--- config.mk ---
export PLATFORM = sky130hd
export DESIGN_NAME = marker_length_payload_deframer_top
export DESIGN_NICKNAME = d
export VERILOG_FILES = /design/src/rtl/core/mlpd_pkg.sv /design/src/rtl/core/mlpd_in_reg.sv /design/src/rtl/core/mlpd_parser.sv /design/src/rtl/core/mlpd_out_reg.sv /design/src/rtl/core/marker_length_payload_deframer_top.sv
export SDC_FILE = /design/constraint.sdc
export NUM_CORES = 1
export LEC_CHECK = 0
export BUFFER_PORTS_ARGS = -buffer_cell sky130_fd_sc_hd__buf_2
export CELL_PAD_IN_SITES_DETAIL_PLACEMENT = 1
export CELL_PAD_IN_SITES_GLOBAL_PLACEMENT = 1
export CORE_MARGIN = 10
export CORE_UTILIZATION = 40
export CTS_CLUSTER_DIAMETER = 80
export DETAILED_ROUTE_END_ITERATION = 10
export PLACE_DENSITY_LB_ADDON = 0.1
export SYNTH_ARGS = -nofsm -noshare
export SYNTH_HDL_FRONTEND = slang
export SYNTH_SLANG_ARGS = --single-unit
--- constraint.sdc ---
create_clock -name clk -period 13 [get_ports clk]
set_input_delay 1.95 -clock clk [delete_from_list [all_inputs] [get_ports clk]]
set_output_delay 1.95 -clock clk [all_outputs]
set_load 0.01 [all_outputs]
--- src/rtl/core/mlpd_pkg.sv ---
// ---------------------------------------------------------------------------
// mlpd_pkg: shared types and constants for the marker/length/payload deframer
// Marker texts, mode codes, parser phase encoding and the result record.
// ---------------------------------------------------------------------------
package mlpd_pkg;

    localparam int unsigned BYTES_RX_WIDTH = 31;
    localparam int unsigned LEN_MARK_LEN   = 12;
    localparam int unsigned DATA_MARK_LEN  = 10;

    // receive_mode codes
    localparam logic [1:0] MODE_OFF = 2'd0;
    localparam logic [1:0] MODE_KEY = 2'd1;
    localparam logic [1:0] MODE_MSG = 2'd2;

    // length field position within the four length bytes
    localparam logic [1:0] LEN_BYTE_0 = 2'd0;
    localparam logic [1:0] LEN_BYTE_1 = 2'd1;
    localparam logic [1:0] LEN_BYTE_2 = 2'd2;
    localparam logic [1:0] LEN_BYTE_3 = 2'd3;

    typedef enum logic [4:0] {
        PH_IDLE      = 5'b00001,
        PH_HUNT_LEN  = 5'b00010,
        PH_LEN       = 5'b00100,
        PH_HUNT_DATA = 5'b01000,
        PH_PAYLOAD   = 5'b10000
    } phase_t;

    typedef struct packed {
        logic [7:0]                payload_byte;
        logic                      payload_valid;
        logic                      frame_done;
        logic                      frame_kind;
        logic [BYTES_RX_WIDTH-1:0] bytes_received;
    } result_t;

    localparam logic [7:0] LEN_MARK_KEY [0:11] = '{
        8'h6C, 8'h65, 8'h6E, 8'h67, 8'h74, 8'h68, 8'h4F, 8'h66, 8'h4B, 8'h65, 8'h79, 8'h3A
    };
    localparam logic [7:0] LEN_MARK_MSG [0:11] = '{
        8'h6C, 8'h65, 8'h6E, 8'h67, 8'h74, 8'h68, 8'h4F, 8'h66, 8'h4D, 8'h73, 8'h67, 8'h3A
    };
    localparam logic [7:0] DATA_MARK_KEY [0:9] = '{
        8'h64, 8'h61, 8'h74, 8'h61, 8'h4F, 8'h66, 8'h4B, 8'h65, 8'h79, 8'h3A
    };
    localparam logic [7:0] DATA_MARK_MSG [0:9] = '{
        8'h64, 8'h61, 8'h74, 8'h61, 8'h4F, 8'h66, 8'h4D, 8'h73, 8'h67, 8'h3A
    };

    // character at a marker position; positions past the end read as zero
    function automatic logic [7:0] marker_char(
        input logic       is_data,
        input logic       is_msg,
        input logic [3:0] pos
    );
        logic [7:0] c;
        c = 8'h00;
        if (is_data) begin
            if (pos < 4'(DATA_MARK_LEN)) begin
                c = is_msg ? DATA_MARK_MSG[pos] : DATA_MARK_KEY[pos];
            end
        end
        else begin
            if (pos < 4'(LEN_MARK_LEN)) begin
                c = is_msg ? LEN_MARK_MSG[pos] : LEN_MARK_KEY[pos];
            end
        end
        return c;
    endfunction

endpackage

--- src/rtl/core/mlpd_in_reg.sv ---
// ---------------------------------------------------------------------------
// mlpd_in_reg: input register
// Holds one received byte until the parser consumes it.
// ---------------------------------------------------------------------------
module mlpd_in_reg (
    input  logic       clk,
    input  logic       rst_n,
    input  logic       in_valid,
    output logic       in_stall,
    input  logic [7:0] rx_byte,
    input  logic       advance,
    output logic       held_valid,
    output logic [7:0] held_byte
);

    logic       valid_reg;
    logic       valid_next;
    logic [7:0] byte_reg;
    logic       accept;

    assign in_stall = valid_reg && !advance;
    assign accept   = in_valid && !in_stall;

    always_comb
    begin
        valid_next = valid_reg;
        if (accept)
        begin
            valid_next = 1'b1;
        end
        else if (advance)
        begin
            valid_next = 1'b0;
        end
    end

    always_ff @(posedge clk or negedge rst_n)
    begin
        if (!rst_n)
        begin
            valid_reg <= 1'b0;
        end
        else
        begin
            valid_reg <= valid_next;
        end
    end

    always_ff @(posedge clk)
    begin
        if (accept)
        begin
            byte_reg <= rx_byte;
        end
    end

    assign held_valid = valid_reg;
    assign held_byte  = byte_reg;

endmodule

--- src/rtl/core/mlpd_parser.sv ---
// ---------------------------------------------------------------------------
// mlpd_parser: frame parser
// Marker matching, length capture and payload counting, one byte per step.
// ---------------------------------------------------------------------------
module mlpd_parser #(
    parameter int unsigned LEN_BITS = 31
) (
    input  logic                clk,
    input  logic                rst_n,
    input  logic                cfg_we,
    input  logic [1:0]          cfg_wdata,
    input  logic                step,
    input  logic [7:0]          cur_byte,
    output logic                has_result,
    output mlpd_pkg::result_t   result
);

    localparam logic [30:0] LEN_MAX = 31'((64'd1 << LEN_BITS) - 64'd1);

    mlpd_pkg::phase_t    phase_reg, phase_next;
    logic [1:0]          mode_reg, mode_next;
    logic [3:0]          pos_reg, pos_next;
    logic [1:0]          lbc_reg, lbc_next;
    logic [23:0]         len_lo_reg, len_lo_next;
    logic [LEN_BITS-1:0] flen_reg, flen_next;
    logic [LEN_BITS-1:0] count_reg, count_next;

    logic                armed;
    logic                is_msg;
    logic                is_data;
    logic [3:0]          mark_len;
    logic [3:0]          pos_cur;
    logic                hit;
    logic                first_hit;
    logic                mark_done;
    logic [3:0]          pos_match;
    logic [30:0]         len_full;
    logic [LEN_BITS-1:0] count_inc;

    assign armed   = (mode_reg == mlpd_pkg::MODE_KEY) || (mode_reg == mlpd_pkg::MODE_MSG);
    assign is_msg  = (mode_reg == mlpd_pkg::MODE_MSG);
    assign is_data = (phase_reg == mlpd_pkg::PH_HUNT_DATA);

    // marker matcher, markers have no self-overlap
    always_comb
    begin
        mark_len  = is_data ? 4'(mlpd_pkg::DATA_MARK_LEN) : 4'(mlpd_pkg::LEN_MARK_LEN);
        pos_cur   = (pos_reg >= mark_len) ? 4'd0 : pos_reg;
        hit       = (cur_byte == mlpd_pkg::marker_char(is_data, is_msg, pos_cur));
        first_hit = (cur_byte == mlpd_pkg::marker_char(is_data, is_msg, 4'd0));
        mark_done = hit && ((pos_cur + 4'd1) == mark_len);
        if (hit)
        begin
            pos_match = mark_done ? 4'd0 : pos_cur + 4'd1;
        end
        else
        begin
            pos_match = first_hit ? 4'd1 : 4'd0;
        end
    end

    assign len_full  = {cur_byte[6:0], len_lo_reg};
    assign count_inc = count_reg + LEN_BITS'(1);

    // outcome for the held byte, committed only when it steps
    always_comb
    begin
        phase_next  = phase_reg;
        mode_next   = mode_reg;
        pos_next    = pos_reg;
        lbc_next    = lbc_reg;
        len_lo_next = len_lo_reg;
        flen_next   = flen_reg;
        count_next  = count_reg;
        has_result  = 1'b0;
        result      = '0;
        result.frame_kind = is_msg;

        if (cfg_we)
        begin
            mode_next   = cfg_wdata;
            phase_next  = ((cfg_wdata == mlpd_pkg::MODE_KEY) ||
                           (cfg_wdata == mlpd_pkg::MODE_MSG)) ?
                          mlpd_pkg::PH_HUNT_LEN : mlpd_pkg::PH_IDLE;
            pos_next    = '0;
            lbc_next    = '0;
            len_lo_next = '0;
            flen_next   = '0;
            count_next  = '0;
        end
        else
        begin
            if (!armed)
            begin
                phase_next = mlpd_pkg::PH_IDLE;
            end
            else
            begin
                unique case (phase_reg)
                    mlpd_pkg::PH_IDLE:
                    begin
                        phase_next = mlpd_pkg::PH_IDLE;
                    end
                    mlpd_pkg::PH_HUNT_LEN:
                    begin
                        pos_next = pos_match;
                        if (mark_done)
                        begin
                            phase_next  = mlpd_pkg::PH_LEN;
                            lbc_next    = '0;
                            len_lo_next = '0;
                            flen_next   = '0;
                        end
                    end
                    mlpd_pkg::PH_LEN:
                    begin
                        unique case (lbc_reg)
                            mlpd_pkg::LEN_BYTE_0: len_lo_next[7:0]   = cur_byte;
                            mlpd_pkg::LEN_BYTE_1: len_lo_next[15:8]  = cur_byte;
                            mlpd_pkg::LEN_BYTE_2: len_lo_next[23:16] = cur_byte;
                            mlpd_pkg::LEN_BYTE_3:
                            begin
                                // negative length counts as zero, large ones saturate
                                if (cur_byte[7])
                                begin
                                    flen_next = '0;
                                end
                                else if (len_full > LEN_MAX)
                                begin
                                    flen_next = LEN_MAX[LEN_BITS-1:0];
                                end
                                else
                                begin
                                    flen_next = len_full[LEN_BITS-1:0];
                                end
                                pos_next   = '0;
                                phase_next = mlpd_pkg::PH_HUNT_DATA;
                            end
                            default: ;
                        endcase
                        lbc_next = lbc_reg + 2'd1;
                    end
                    mlpd_pkg::PH_HUNT_DATA:
                    begin
                        pos_next = pos_match;
                        if (mark_done)
                        begin
                            count_next = '0;
                            if (flen_reg == '0)
                            begin
                                // empty frame completes on the marker itself
                                phase_next        = mlpd_pkg::PH_IDLE;
                                has_result        = 1'b1;
                                result.frame_done = 1'b1;
                            end
                            else
                            begin
                                phase_next = mlpd_pkg::PH_PAYLOAD;
                            end
                        end
                    end
                    mlpd_pkg::PH_PAYLOAD:
                    begin
                        count_next            = count_inc;
                        has_result            = 1'b1;
                        result.payload_byte   = cur_byte;
                        result.payload_valid  = 1'b1;
                        result.bytes_received = mlpd_pkg::BYTES_RX_WIDTH'(count_inc);
                        if (count_inc >= flen_reg)
                        begin
                            result.frame_done = 1'b1;
                            phase_next        = mlpd_pkg::PH_IDLE;
                        end
                    end
                    default:
                    begin
                        phase_next = mlpd_pkg::PH_IDLE;
                    end
                endcase
            end
        end
    end

    always_ff @(posedge clk or negedge rst_n)
    begin
        if (!rst_n)
        begin
            phase_reg  <= mlpd_pkg::PH_IDLE;
            mode_reg   <= mlpd_pkg::MODE_OFF;
            pos_reg    <= '0;
            lbc_reg    <= '0;
            len_lo_reg <= '0;
            flen_reg   <= '0;
            count_reg  <= '0;
        end
        else if (cfg_we || step)
        begin
            phase_reg  <= phase_next;
            mode_reg   <= mode_next;
            pos_reg    <= pos_next;
            lbc_reg    <= lbc_next;
            len_lo_reg <= len_lo_next;
            flen_reg   <= flen_next;
            count_reg  <= count_next;
        end
    end

`ifndef SYNTHESIS
    a_count_below_len: assert property (@(posedge clk) disable iff (!rst_n)
        (phase_reg == mlpd_pkg::PH_PAYLOAD) |-> (count_reg < flen_reg))
        else $error("payload count reached frame length while still in payload");

    a_result_phase: assert property (@(posedge clk) disable iff (!rst_n)
        (step && has_result) |->
            ((phase_reg == mlpd_pkg::PH_HUNT_DATA) || (phase_reg == mlpd_pkg::PH_PAYLOAD)))
        else $error("result produced outside data marker hunt or payload");

    a_done_disarms: assert property (@(posedge clk) disable iff (!rst_n)
        (step && !cfg_we && has_result && result.frame_done) |=>
            (phase_reg == mlpd_pkg::PH_IDLE))
        else $error("parser still armed after frame done");

    a_pos_range: assert property (@(posedge clk) disable iff (!rst_n)
        pos_reg < 4'(mlpd_pkg::LEN_MARK_LEN))
        else $error("marker match position out of range");
`endif

endmodule

--- src/rtl/core/mlpd_out_reg.sv ---
// ---------------------------------------------------------------------------
// mlpd_out_reg: result register
// Holds one result item until the downstream side takes it.
// ---------------------------------------------------------------------------
module mlpd_out_reg (
    input  logic              clk,
    input  logic              rst_n,
    input  logic              load,
    input  mlpd_pkg::result_t load_data,
    output logic              free,
    output logic              out_valid,
    input  logic              out_stall,
    output mlpd_pkg::result_t held
);

    logic              valid_reg;
    logic              valid_next;
    mlpd_pkg::result_t data_reg;

    assign free = !valid_reg || !out_stall;

    always_comb
    begin
        valid_next = valid_reg;
        if (load)
        begin
            valid_next = 1'b1;
        end
        else if (!out_stall)
        begin
            valid_next = 1'b0;
        end
    end

    always_ff @(posedge clk or negedge rst_n)
    begin
        if (!rst_n)
        begin
            valid_reg <= 1'b0;
        end
        else
        begin
            valid_reg <= valid_next;
        end
    end

    always_ff @(posedge clk)
    begin
        if (load)
        begin
            data_reg <= load_data;
        end
    end

    assign out_valid = valid_reg;
    assign held      = data_reg;

`ifndef SYNTHESIS
    a_no_overwrite: assert property (@(posedge clk) disable iff (!rst_n)
        (valid_reg && out_stall) |-> !load)
        else $error("result register loaded while holding a stalled item");

    a_hold_stalled: assert property (@(posedge clk) disable iff (!rst_n)
        (valid_reg && out_stall) |=> (valid_reg && $stable(data_reg)))
        else $error("stalled result changed");

    a_drop_taken: assert property (@(posedge clk) disable iff (!rst_n)
        (valid_reg && !out_stall && !load) |=> !valid_reg)
        else $error("taken result still shown");
`endif

endmodule

--- src/rtl/core/marker_length_payload_deframer_top.sv ---
// ---------------------------------------------------------------------------
// marker_length_payload_deframer_top: marker/length/payload deframer
// Finds the length marker, captures a little-endian length, finds the data
// marker and passes that many payload bytes on, flagging the last one.
// ---------------------------------------------------------------------------
//  channel  | handshake             | payload
//  ---------+-----------------------+------------------------------------------
//  in       | in_valid / in_stall   | rx_byte
//  out      | out_valid / out_stall | payload_byte, payload_valid, frame_done,
//           |                       | frame_kind, bytes_received
//  cfg      | cfg_we                | cfg_wdata (receive_mode)
//
//  one byte per cycle sustained while no result is held back by out_stall;
//  a byte is held in the input register, and its result is loaded into the result
//  register as the byte advances, which is when out_valid rises
//  reset: parser idle with receive_mode off, both registers empty
//  bytes that give no result pass even while a result waits at the output;
//  a byte that gives a result waits in the input register for a free slot
// ---------------------------------------------------------------------------
module marker_length_payload_deframer_top #(
    parameter int unsigned LEN_BITS = 31
) (
    input  logic        clk,
    input  logic        rst_n,
    input  logic        cfg_we,
    input  logic [1:0]  cfg_wdata,
    input  logic        in_valid,
    output logic        in_stall,
    input  logic [7:0]  rx_byte,
    output logic        out_valid,
    input  logic        out_stall,
    output logic [7:0]  payload_byte,
    output logic        payload_valid,
    output logic        frame_done,
    output logic        frame_kind,
    output logic [30:0] bytes_received
);

    logic              held_valid;
    logic [7:0]        held_byte;
    logic              advance;
    logic              has_result;
    logic              out_free;
    mlpd_pkg::result_t result;
    mlpd_pkg::result_t out_item;

    // an item leaves the input register unless its result has nowhere to go
    assign advance = held_valid && (!has_result || out_free);

    mlpd_in_reg u_in_reg (
        .clk        (clk),
        .rst_n      (rst_n),
        .in_valid   (in_valid),
        .in_stall   (in_stall),
        .rx_byte    (rx_byte),
        .advance    (advance),
        .held_valid (held_valid),
        .held_byte  (held_byte)
    );

    mlpd_parser #(
        .LEN_BITS (LEN_BITS)
    ) u_parser (
        .clk        (clk),
        .rst_n      (rst_n),
        .cfg_we     (cfg_we),
        .cfg_wdata  (cfg_wdata),
        .step       (advance),
        .cur_byte   (held_byte),
        .has_result (has_result),
        .result     (result)
    );

    mlpd_out_reg u_out_reg (
        .clk       (clk),
        .rst_n     (rst_n),
        .load      (advance && has_result),
        .load_data (result),
        .free      (out_free),
        .out_valid (out_valid),
        .out_stall (out_stall),
        .held      (out_item)
    );

    assign payload_byte   = out_item.payload_byte;
    assign payload_valid  = out_item.payload_valid;
    assign frame_done     = out_item.frame_done;
    assign frame_kind     = out_item.frame_kind;
    assign bytes_received = out_item.bytes_received;

endmodule
==> impl_table.tex, run 1 <==
\begin{tabular}{lr}
\hline
Metric & Value \\
\hline
\multicolumn{2}{l}{\textbf{Status}} \\
\quad Outcome & finished, final reports clean \\
\multicolumn{2}{l}{\textbf{Routing}} \\
\quad Drt first pass iters & 5 \\
\quad Final WL & 26,300 µm \\
\quad Count of routing violations after the opening detailed-route iteration & 337 \\
\quad Post-detailed-route count of antenna-violating nets & 0 \\
\quad Average detailed-routed wire length per instance & 22.6 µm \\
\quad Remaining design rule violation count & 0 \\
\quad Average vias per placed instance & 5.82 \\
\quad DR vias & 6,770 \\
\multicolumn{2}{l}{\textbf{STA}} \\
\quad Slew at the pin closest to its max-slew limit & 1.17 ns \\
\quad Max Slew Vio Count & 0 \\
\quad Setup total negative slack & 0 ns \\
\quad Max-Slew Margin vs Limit & 21.9\% \\
\quad Final count of hold timing violations & 0 \\
\quad Worst hold slack & 0.493 ns \\
\quad Final number of setup-violating endpoints & 0 \\
\quad Max Fclk & 128 MHz \\
\quad Worst clock skew & 0.0177 ns \\
\quad Unrepaired setup endpoints after global routing & no \\
\quad Crit path time final & 7.82 ns \\
\quad Period Utilization, post-route & 60.2\% \\
\multicolumn{2}{l}{\textbf{Yosys}} \\
\quad EDFF count, synth & 50 \\
\quad Post-synthesis sequential area ratio & 47.5\% \\
\quad Synthesis warning total & 0 \\
\quad Post-synthesis register bit count & 151 \\
\quad Syn avg cell area & 10.1 µm² \\
\quad Unique masters post-synth & 78 \\
\quad Area of the mapped netlist & 8480 µm² \\
\quad Biggest area consumer among synthesized cells & sky130\_fd\_sc\_hd\_\_dfrtp\_1 \\
\quad Post-synthesis instance total & 841 \\
\quad Most area-consuming cells after synthesis & sky130\_fd\_sc\_hd\_\_dfrtp\_1, sky130\_fd\_sc\_hd\_\_edfxtp\_1, sky130\_fd\_sc\_hd\_\_ha\_1, sky130\_fd\_sc\_hd\_\_a22o\_1, sky130\_fd\_sc\_hd\_\_o21ai\_0 \\
\quad Top FF cell, synth & sky130\_fd\_sc\_hd\_\_dfrtp\_1 \\
\quad Top-area cell type share of the netlist area & 29.5\% \\
\quad Synthesized net count & 903 \\
\quad Async set or reset register ratio after synthesis & 66.9\% \\
\multicolumn{2}{l}{\textbf{Worst setup path}} \\
\quad Kind of critical path & flop to primary output \\
\quad Worst Setup Start Kind & flop \\
\quad Arrival @ worst endpoint & 5.87 ns \\
\quad Max Fanout on Critical Path & 17 \\
\quad CP required & 11.05 ns \\
\quad Crit path from & u\_parser.phase\_reg[1] \\
\quad Launch point of the worst reg-to-reg path & u\_parser.phase\_reg[1] \\
\quad Reg-to-reg slack, setup & 6.62 ns \\
\quad Critical path endpoint category & primary output \\
\multicolumn{2}{l}{\textbf{CTS}} \\
\quad Number of hold-repair buffers added at the cts stage & 0 \\
\quad Number of setup buffers added after CTS & 0 \\
\quad CTS root buffer & sky130\_fd\_sc\_hd\_\_clkbuf\_16 \\
\quad Clock slew at the register clock pins of the worst setup and hold paths & 0.07 ns \\
\quad TritonCTS clock tree & yes \\
\quad Total CTS buffers & 17 \\
\quad Largest buffer count on any clock path & 2 \\
\quad Deepest level of the CTS H-tree & 4 \\
\quad Clock insertion delay at the later pin of the skew report & 0.44 ns \\
\quad Resized cells post-CTS & 0 \\
\quad Number of clock sinks & 151 \\
\multicolumn{2}{l}{\textbf{Job}} \\
\quad Max-cap violations & 0 \\
\multicolumn{2}{l}{\textbf{Global route}} \\
\quad GR met1 Demand/Resource & 22.6\% \\
\quad Met3 track utilization from global routing & 4.02\% \\
\quad Largest net degree at the start of global routing & 80 \\
\quad Antenna violations before repair & 0 \\
\quad GRT Util Overall & 19.0\% \\
\quad Number of global-route vias before repair & 7,066 \\
\quad Global-route track usage on met2 & 32.7\% \\
\quad Wire length of the first global-routing pass & 41,700 µm \\
\quad Layer carrying the most global-route usage & met2 \\
\quad Global-route congestion overflow total & 0 \\
\multicolumn{2}{l}{\textbf{Pwr}} \\
\quad Switching Fraction & 25.1\% \\
\quad Leakage power & 4.14 nW \\
\quad VDD IR max & 0.0803 mV \\
\quad Part of the total power dissipated in combinational logic & 4.8\% \\
\quad Sequential Power Share & 47.9\% \\
\quad Internal power component & 0.000785 W \\
\quad Pwr Density & 110 nW/µm² \\
\quad Part of the power in the clock network & 47.3\% \\
\quad Switching Power & 0.000263 W \\
\multicolumn{2}{l}{\textbf{Finish}} \\
\quad Most frequent standard cell in the layout excluding fill and tap cells & sky130\_fd\_sc\_hd\_\_dfrtp\_1 \\
\quad Fill cell instance count of the final layout & 2,340 \\
\quad Area grow syn2layout & 12.7\% \\
\quad Antenna fix cells & 0 \\
\quad Flip-flop count of the largest register, all copies and words added & 42 \\
\quad Leading cell types in the layout, fill and taps excluded & sky130\_fd\_sc\_hd\_\_dfrtp\_1, sky130\_fd\_sc\_hd\_\_o21ai\_0, sky130\_fd\_sc\_hd\_\_a22o\_1, sky130\_fd\_sc\_hd\_\_buf\_2, sky130\_fd\_sc\_hd\_\_nand2\_1 \\
\quad Fraction of layout cells with a size suffix above 1 & 13.6\% \\
\quad Final net count & 938 \\
\multicolumn{2}{l}{\textbf{Floorplan}} \\
\quad Die ar. & 27,400 µm² \\
\quad Die Y-Extent & 166 µm \\
\quad Area of the core region & 21,000 µm² \\
\quad Starting density of the core & 40.5\% \\
\quad Row count & 53 \\
\quad Width of the die & 166 µm \\
\quad Boundary Pins & 59 \\
\multicolumn{2}{l}{\textbf{Place}} \\
\quad Number of port buffers & 58 \\
\quad Routability-driven placement congestion ratio & 0.858 \\
\quad Hpwl dp & 19,400 µm \\
\multicolumn{2}{l}{\textbf{Min path}} \\
\quad Hold Path Class & flop to flop \\
\quad Hold\_sp & u\_parser.len\_lo\_reg[12] \\
\hline
\end{tabular}
-- synthesized netlist by cell type (4+ instances only) --
library cell / number
sky130_fd_sc_hd__dfrtp_1: 100
sky130_fd_sc_hd__a22o_1: 57
sky130_fd_sc_hd__o21ai_0: 57
sky130_fd_sc_hd__nand2_1: 55
sky130_fd_sc_hd__edfxtp_1: 50
sky130_fd_sc_hd__ha_1: 47
sky130_fd_sc_hd__inv_1: 44
sky130_fd_sc_hd__nor2_1: 44
sky130_fd_sc_hd__a21oi_1: 39
sky130_fd_sc_hd__nand3_1: 37
sky130_fd_sc_hd__and2_1: 30
sky130_fd_sc_hd__and3_1: 30
sky130_fd_sc_hd__clkbuf_1: 30
sky130_fd_sc_hd__xnor2_1: 20
sky130_fd_sc_hd__nor3_1: 17
sky130_fd_sc_hd__xor2_1: 14
sky130_fd_sc_hd__nand4_1: 13
sky130_fd_sc_hd__buf_2: 12
sky130_fd_sc_hd__o311ai_1: 12
sky130_fd_sc_hd__nand2b_1: 10
sky130_fd_sc_hd__nor4_1: 10
sky130_fd_sc_hd__a211oi_1: 9
sky130_fd_sc_hd__or3_1: 9
sky130_fd_sc_hd__a21o_1: 5
sky130_fd_sc_hd__nor2b_1: 5
sky130_fd_sc_hd__a31oi_1: 4
sky130_fd_sc_hd__buf_1: 4
sky130_fd_sc_hd__o21a_1: 4
-- final cells by class --
cell class | instances | area, µm² | area share, %
clock buffers | 18 | 450 | 4.71
clock inverters | 14 | 135 | 1.41
inverters | 46 | 173 | 1.81
multi-input cells | 595 | 4080 | 42.7
flip-flops and latches | 151 | 4030 | 42.1
well taps | 275 | 344 | 3.60
repair buffers | 65 | 345 | 3.61
-- cells by family (layout without fill, tap and decap cells) --
| kind of cell | count (synthesis) | after routing | share of synthesized area, % |
|---|---|---|---|
| flops | 151 | 151 | 47.5 |
| xor+xnor | 34 | 34 | 3.51 |
| compound gates | 225 | 225 | 18.5 |
| fa+ha+maj | 47 | 47 | 6.93 |
| buf+inv | 95 | 143 | 4.56 |
| mux | 6 | 6 | 0.752 |
| simple gates | 283 | 283 | 18.3 |
-- critical path, stage by stage (launching register included) --
cell and delay [ns]:
sky130_fd_sc_hd__dfrtp_1 0.44, sky130_fd_sc_hd__nor3_2 0.27, sky130_fd_sc_hd__nand2_1 0.45, sky130_fd_sc_hd__inv_2 0.40, sky130_fd_sc_hd__ha_1 0.30, sky130_fd_sc_hd__nor2b_1 0.15
sky130_fd_sc_hd__o221ai_1 0.50, sky130_fd_sc_hd__nand2_1 0.30, sky130_fd_sc_hd__inv_1 0.20, sky130_fd_sc_hd__ha_1 0.28, sky130_fd_sc_hd__nand2_1 0.08, sky130_fd_sc_hd__a21o_1 0.21
sky130_fd_sc_hd__o221ai_1 0.15, sky130_fd_sc_hd__o311ai_0 0.29, sky130_fd_sc_hd__nand4_1 0.20, sky130_fd_sc_hd__and4bb_4 0.28, sky130_fd_sc_hd__and3_1 0.21, sky130_fd_sc_hd__nor2_1 0.11
sky130_fd_sc_hd__nor4_2 0.39, sky130_fd_sc_hd__buf_2 0.21
-- layer usage --
layer	wire, µm	part of all wire [%]
met3	926	3.5
met5	0	0
met4	851	3.2
met1	11200	43
met2	13300	51
-- stage by stage --
stage | power (W) | setup slack (ns) | std cells | util [%] | cell area, µm²
detailed placement | 0.000562 | 5.64 | 1132 | 42.8 | 8980
global route | 0.00109 | 4.72 | 1164 | 45.6 | 9560
CTS | 0.00106 | 5.17 | 1164 | 45.6 | 9560
global placement | 0.000561 | 5.85 | 1132 | 42.8 | 8980
floorplan | 0.000536 | 7.04 | 841 | - | 8480
finish | 0.00105 | 5.18 | 1164 | 45.6 | 9560
-- power groups by stage --
stage	clock network (W)	logic, W	registers [W]
2_1_floorplan	0	0.0000296	0.000506
3_3_place_gp	0	0.0000493	0.000511
3_5_place_dp	0	0.0000503	0.000512
4_1_cts	0.000503	0.0000505	0.000502
5_1_grt	0.000528	0.0000549	0.000503
6_report	0.000496	0.0000499	0.000502
-- path summary, 6_finish.rpt --
| check | to | depth (start not counted) |
|---|---|---|
| min in group asynchronous | u_parser.count_reg[26] | 1 |
| max in group asynchronous | u_parser.len_lo_reg[11] | 2 |
| worst max-delay path | in_stall | 19 |
| worst min register to register | u_parser.flen_reg[12] | 1 |
| worst min-delay path | u_parser.flen_reg[12] | 1 |
| worst max register to register | u_in_reg.held_byte[3] | 19 |
No activity file was read; power rests on OpenSTA's default activity.
==> run 2, diff against run 1 <==
- ABC_AREA: unset -> 1
- clock period: 13 -> 8.1 ns (I/O delays scaled with it)
==> impl_table.tex, run 2 <==
\begin{tabular}{lr}
\hline
Metric & Value \\
\hline
\multicolumn{2}{l}{\textbf{Finish}} \\
\quad Area grow syn2layout & 11.5\% \\
\quad Leading cell types in the layout, fill and taps excluded & sky130\_fd\_sc\_hd\_\_nand2\_1, sky130\_fd\_sc\_hd\_\_inv\_1, sky130\_fd\_sc\_hd\_\_nor2\_1 \\
\quad Final net count & 1,225 (+31\%) \\
\quad Antenna fix cells & 0 (unchanged) \\
\quad Area of combinational cells with multiple inputs & 4120 µm² (+0.95\%) \\
\quad Most frequent standard cell in the layout excluding fill and tap cells & sky130\_fd\_sc\_hd\_\_nand2\_1 \\
\quad Register Area & 4030 µm² (unchanged) \\
\quad Fill cell instance count of the final layout & 2,696 (+15\%) \\
\quad Cell Count, Final, Fillers Out & 1,456 (+25\%) \\
\quad Fraction of layout cells with a size suffix above 1 & 12.8\% (-0.86 points) \\
\quad Flip-flop count of the largest register, all copies and words added & 42 (unchanged) \\
\multicolumn{2}{l}{\textbf{Worst setup path}} \\
\quad Worst Setup Start Kind & flop \\
\quad Series of cell instances along the critical path & nor2\_1 -> nand4\_1 -> clkinv\_1 -> ha\_1 -> nand2\_1 -> nand2\_1 -> nor2\_4 -> nand2\_1 -> inv\_1 -> ha\_1 -> o21ai\_0 -> nand3\_1 -> nand3\_1 -> nand2\_1 -> nand3\_1 -> nand2\_1 -> nor2\_1 -> nand2\_1 -> nor2\_2 -> nand4\_1 -> nand2\_1 -> nand3\_1 -> nor2\_1 -> buf\_2 \\
\quad CP required & 6.88 ns (-4.17 ns) \\
\quad Critical-path cell with the highest stage delay & sky130\_fd\_sc\_hd\_\_clkinv\_1 \\
\quad Delay of the slowest cell on the worst path & 0.66 ns (+0.16 ns) \\
\quad Max Fanout on Critical Path & 19 (+2) \\
\quad Kind of critical path & flop to primary output \\
\quad Critical path endpoint category & primary output \\
\quad Arrival @ worst endpoint & 5.32 ns (-0.55 ns) \\
\quad Cell occurring most often along the worst timing path & sky130\_fd\_sc\_hd\_\_nand2\_1 \\
\multicolumn{2}{l}{\textbf{Routing}} \\
\quad Drt first pass iters & 4 (-1) \\
\quad Average detailed-routed wire length per instance & 17.5 µm (-22\%) \\
\quad Final WL & 25,500 µm (-2.9\%) \\
\quad Remaining design rule violation count & 0 (unchanged) \\
\quad DR vias & 7,497 (+11\%) \\
\quad Post-detailed-route count of antenna-violating nets & 0 (unchanged) \\
\quad Count of routing violations after the opening detailed-route iteration & 336 (-0.30\%) \\
\quad Average vias per placed instance & 5.15 (-11\%) \\
\multicolumn{2}{l}{\textbf{Floorplan}} \\
\quad Starting density of the core & 40.8\% (+0.33 points) \\
\quad Boundary Pins & 59 (unchanged) \\
\quad Die Y-Extent & 170 µm (+2.4\%) \\
\quad Row count & 54 (+1.9\%) \\
\quad Width of the die & 170 µm (+2.4\%) \\
\quad Area of the core region & 22,000 µm² (+4.8\%) \\
\quad Die ar. & 28,800 µm² (+4.9\%) \\
\multicolumn{2}{l}{\textbf{CTS}} \\
\quad Clock slew at the register clock pins of the worst setup and hold paths & 0.07 ns (about the same) \\
\quad Clock insertion delay at the later pin of the skew report & 0.44 ns (about the same) \\
\quad TritonCTS clock tree & yes \\
\quad Number of hold-repair buffers added at the cts stage & 0 (unchanged) \\
\quad Deepest level of the CTS H-tree & 4 (unchanged) \\
\quad Resized cells post-CTS & 0 (unchanged) \\
\quad Largest buffer count on any clock path & 2 (unchanged) \\
\quad CTS root buffer & sky130\_fd\_sc\_hd\_\_clkbuf\_16 \\
\quad Total CTS buffers & 17 (unchanged) \\
\quad Number of clock sinks & 151 (unchanged) \\
\quad Number of setup buffers added after CTS & 0 (unchanged) \\
\multicolumn{2}{l}{\textbf{Yosys}} \\
\quad Adder-cell share of the synthesized area & 6.56\% (-0.37 points) \\
\quad XOR/XNOR share of the synthesized area & 2.05\% (-1.5 points) \\
\quad Top FF cell, synth & sky130\_fd\_sc\_hd\_\_dfrtp\_1 \\
\quad Synthesized net count & 1,183 (+31\%) \\
\quad Post-synthesis sequential area ratio & 45.0\% (-2.5 points) \\
\quad Async set or reset register ratio after synthesis & 66.9\% (unchanged) \\
\quad Complex-gate fraction of the synthesized area & 8.03\% (-10 points) \\
\quad Unique masters post-synth & 42 (-46\%) \\
\quad Most area-consuming cells after synthesis & sky130\_fd\_sc\_hd\_\_dfrtp\_1, sky130\_fd\_sc\_hd\_\_edfxtp\_1, sky130\_fd\_sc\_hd\_\_nand2\_1, sky130\_fd\_sc\_hd\_\_ha\_1, sky130\_fd\_sc\_hd\_\_inv\_1 \\
\quad Biggest area consumer among synthesized cells & sky130\_fd\_sc\_hd\_\_dfrtp\_1 \\
\quad Synthesis warning total & 0 (unchanged) \\
\quad Post-synthesis register bit count & 151 (unchanged) \\
\quad EDFF count, synth & 50 (unchanged) \\
\quad Cell with the most instances after synthesis & sky130\_fd\_sc\_hd\_\_nand2\_1 \\
\quad Post-synthesis mux area share & 0\% (-0.75 points) \\
\quad Most frequent cells after synthesis & sky130\_fd\_sc\_hd\_\_nand2\_1, sky130\_fd\_sc\_hd\_\_inv\_1, sky130\_fd\_sc\_hd\_\_nor2\_1 \\
\quad Syn avg cell area & 7.99 µm² (-21\%) \\
\quad Area fraction in and, or, nand and nor cells after synthesis & 29.4\% (+11 points) \\
\quad Combinational family with the most area after synthesis & simple AND/OR/NAND/NOR gates \\
\quad Area of the mapped netlist & 8960 µm² (+5.6\%) \\
\quad Top-area cell type share of the netlist area & 27.9\% (-1.6 points) \\
\quad Post-synthesis instance total & 1,121 (+33\%) \\
\multicolumn{2}{l}{\textbf{Global route}} \\
\quad Antenna violations before repair & 0 (unchanged) \\
\quad Wire length of the first global-routing pass & 42,500 µm (+2.0\%) \\
\quad Largest net degree at the start of global routing & 63 (-21\%) \\
\quad Number of global-route vias before repair & 7,957 (+13\%) \\
\quad Global-route congestion overflow total & 0 (unchanged) \\
\quad GRT Util Overall & 18.3\% (-0.67 points) \\
\multicolumn{2}{l}{\textbf{STA}} \\
\quad Worst path setup slack after routing & 1.57 ns (-3.61 ns) \\
\quad Final count of hold timing violations & 0 (unchanged) \\
\quad Max Fclk & 153 MHz \\
\quad Unrepaired setup endpoints after global routing & no \\
\quad Worst clock skew & 0.0206 ns (+0.00291 ns) \\
\quad Slew at the pin closest to its max-slew limit & 1.22 ns (+0.0460 ns) \\
\quad Setup total negative slack & 0 ns (unchanged) \\
\quad Worst hold slack & 0.489 ns (-0.00425 ns) \\
\quad Max Slew Vio Count & 0 (unchanged) \\
\quad Final number of setup-violating endpoints & 0 (unchanged) \\
\quad Period Utilization, post-route & 80.6\% \\
\quad Crit path time final & 6.53 ns \\
\quad Max-Slew Margin vs Limit & 18.4\% (-3.5 points) \\
\multicolumn{2}{l}{\textbf{Place}} \\
\quad Hpwl dp & 19,200 µm (-0.99\%) \\
\quad Place WS & 1.94 ns (-3.71 ns) \\
\quad Count of placed standard cells including taps & 1,424 (+26\%) \\
\quad Number of port buffers & 58 (unchanged) \\
\quad Routability-driven placement congestion ratio & 0.906 (+5.6\%) \\
\multicolumn{2}{l}{\textbf{Job}} \\
\quad Max-cap violations & 0 (unchanged) \\
\multicolumn{2}{l}{\textbf{Min path}} \\
\quad Hold Path Class & flop to flop \\
\multicolumn{2}{l}{\textbf{Pwr}} \\
\quad Pwr Density & 171 nW/µm² (+56\%) \\
\quad VDD IR max & 0.126 mV (+57\%) \\
\quad Leakage power & 4.73 nW (+14\%) \\
\multicolumn{2}{l}{\textbf{Status}} \\
\quad Outcome & finished, final reports clean \\
\hline
\end{tabular}
-- run 2: cell count changes in the layout (fill, tap and decap cells not counted), moves of 31 or more --
cell,previous run,this run
sky130_fd_sc_hd__o21ai_2,0,31
sky130_fd_sc_hd__a22o_1,57,0
sky130_fd_sc_hd__nand4_1,13,66
sky130_fd_sc_hd__o21ai_0,57,17
sky130_fd_sc_hd__nor2_1,43,120
sky130_fd_sc_hd__nand2_1,55,311
sky130_fd_sc_hd__inv_1,44,143
-- run 2: cell families after synthesis --
group,Yosys count
AO/OA/AOI/OAI,113
XOR/XNOR,21
adder cells (fa/ha/maj),47
buffers and inverters,191
flip-flops,151
AND/OR/NAND/NOR,598
-- run 2: final timing paths --
check | from | to | slack [ns] | cells past startpoint
setup / recovery | u_parser.phase_reg[0] | in_stall | 1.57 | 24
hold / removal | u_parser.flen_reg[16] | u_parser.flen_reg[16] | 0.49 | 2
setup reg to reg | u_parser.phase_reg[0] | u_parser.count_reg[12] | 1.87 | 27
hold reg to reg | u_parser.flen_reg[16] | u_parser.flen_reg[16] | 0.49 | 2
max in group asynchronous | rst_n | u_parser.len_lo_reg[19] | 6.11 | 2
min in group asynchronous | rst_n | u_parser.count_reg[1] | 0.77 | 1
-- run 2: metrics by stage --
stage / utilization, % / instance area (µm²) / power, W
6_report: 45.5 / 9990 / 0.00171
5_1_grt: 45.5 / 9990 / 0.00178
4_1_cts: 45.5 / 9990 / 0.00173
3_5_place_dp: 42.8 / 9400 / 0.000932
3_3_place_gp: 42.8 / 9400 / 0.000932
2_1_floorplan: - / 8960 / 0.000902
-- run 2: metal layers --
layer	up-vias	track usage, %	wire (µm)
li1	3753	-	-
met1	3649	24.6	12700
met2	85	30.1	11900
met3	10	3.09	762
met4	0	4.31	149
met5	-	0	0
-- run 2: area by class of cell --
class / count / area share [%]
multi-input combinational: 779 / 41.2
clock inverter: 12 / 1.23
timing repair buffer: 64 / 3.38
clock buffer: 20 / 4.68
inverter: 150 / 5.63
tap: 280 / 3.51
sequential: 151 / 40.3
-- run 2: power breakdown --
part / total (W) / switching (W) / internal, W
combinational: 0.000113 / 0.0000914 / 0.0000214
sequential: 0.000803 / 0.00000897 / 0.000794
clock: 0.000797 / 0.000361 / 0.000436
total: 0.00171 / 0.000461 / 0.00125
-- run 2: worst max-delay path: cells and delay by family, from the launching register on --
family,cells,cell delay [ns]
flip-flops,1,0.54
AND/OR/NAND/NOR,18,2.37
adder cells (fa/ha/maj),2,0.75
AO/OA/AOI/OAI,1,0.18
buffers and inverters,3,1.04
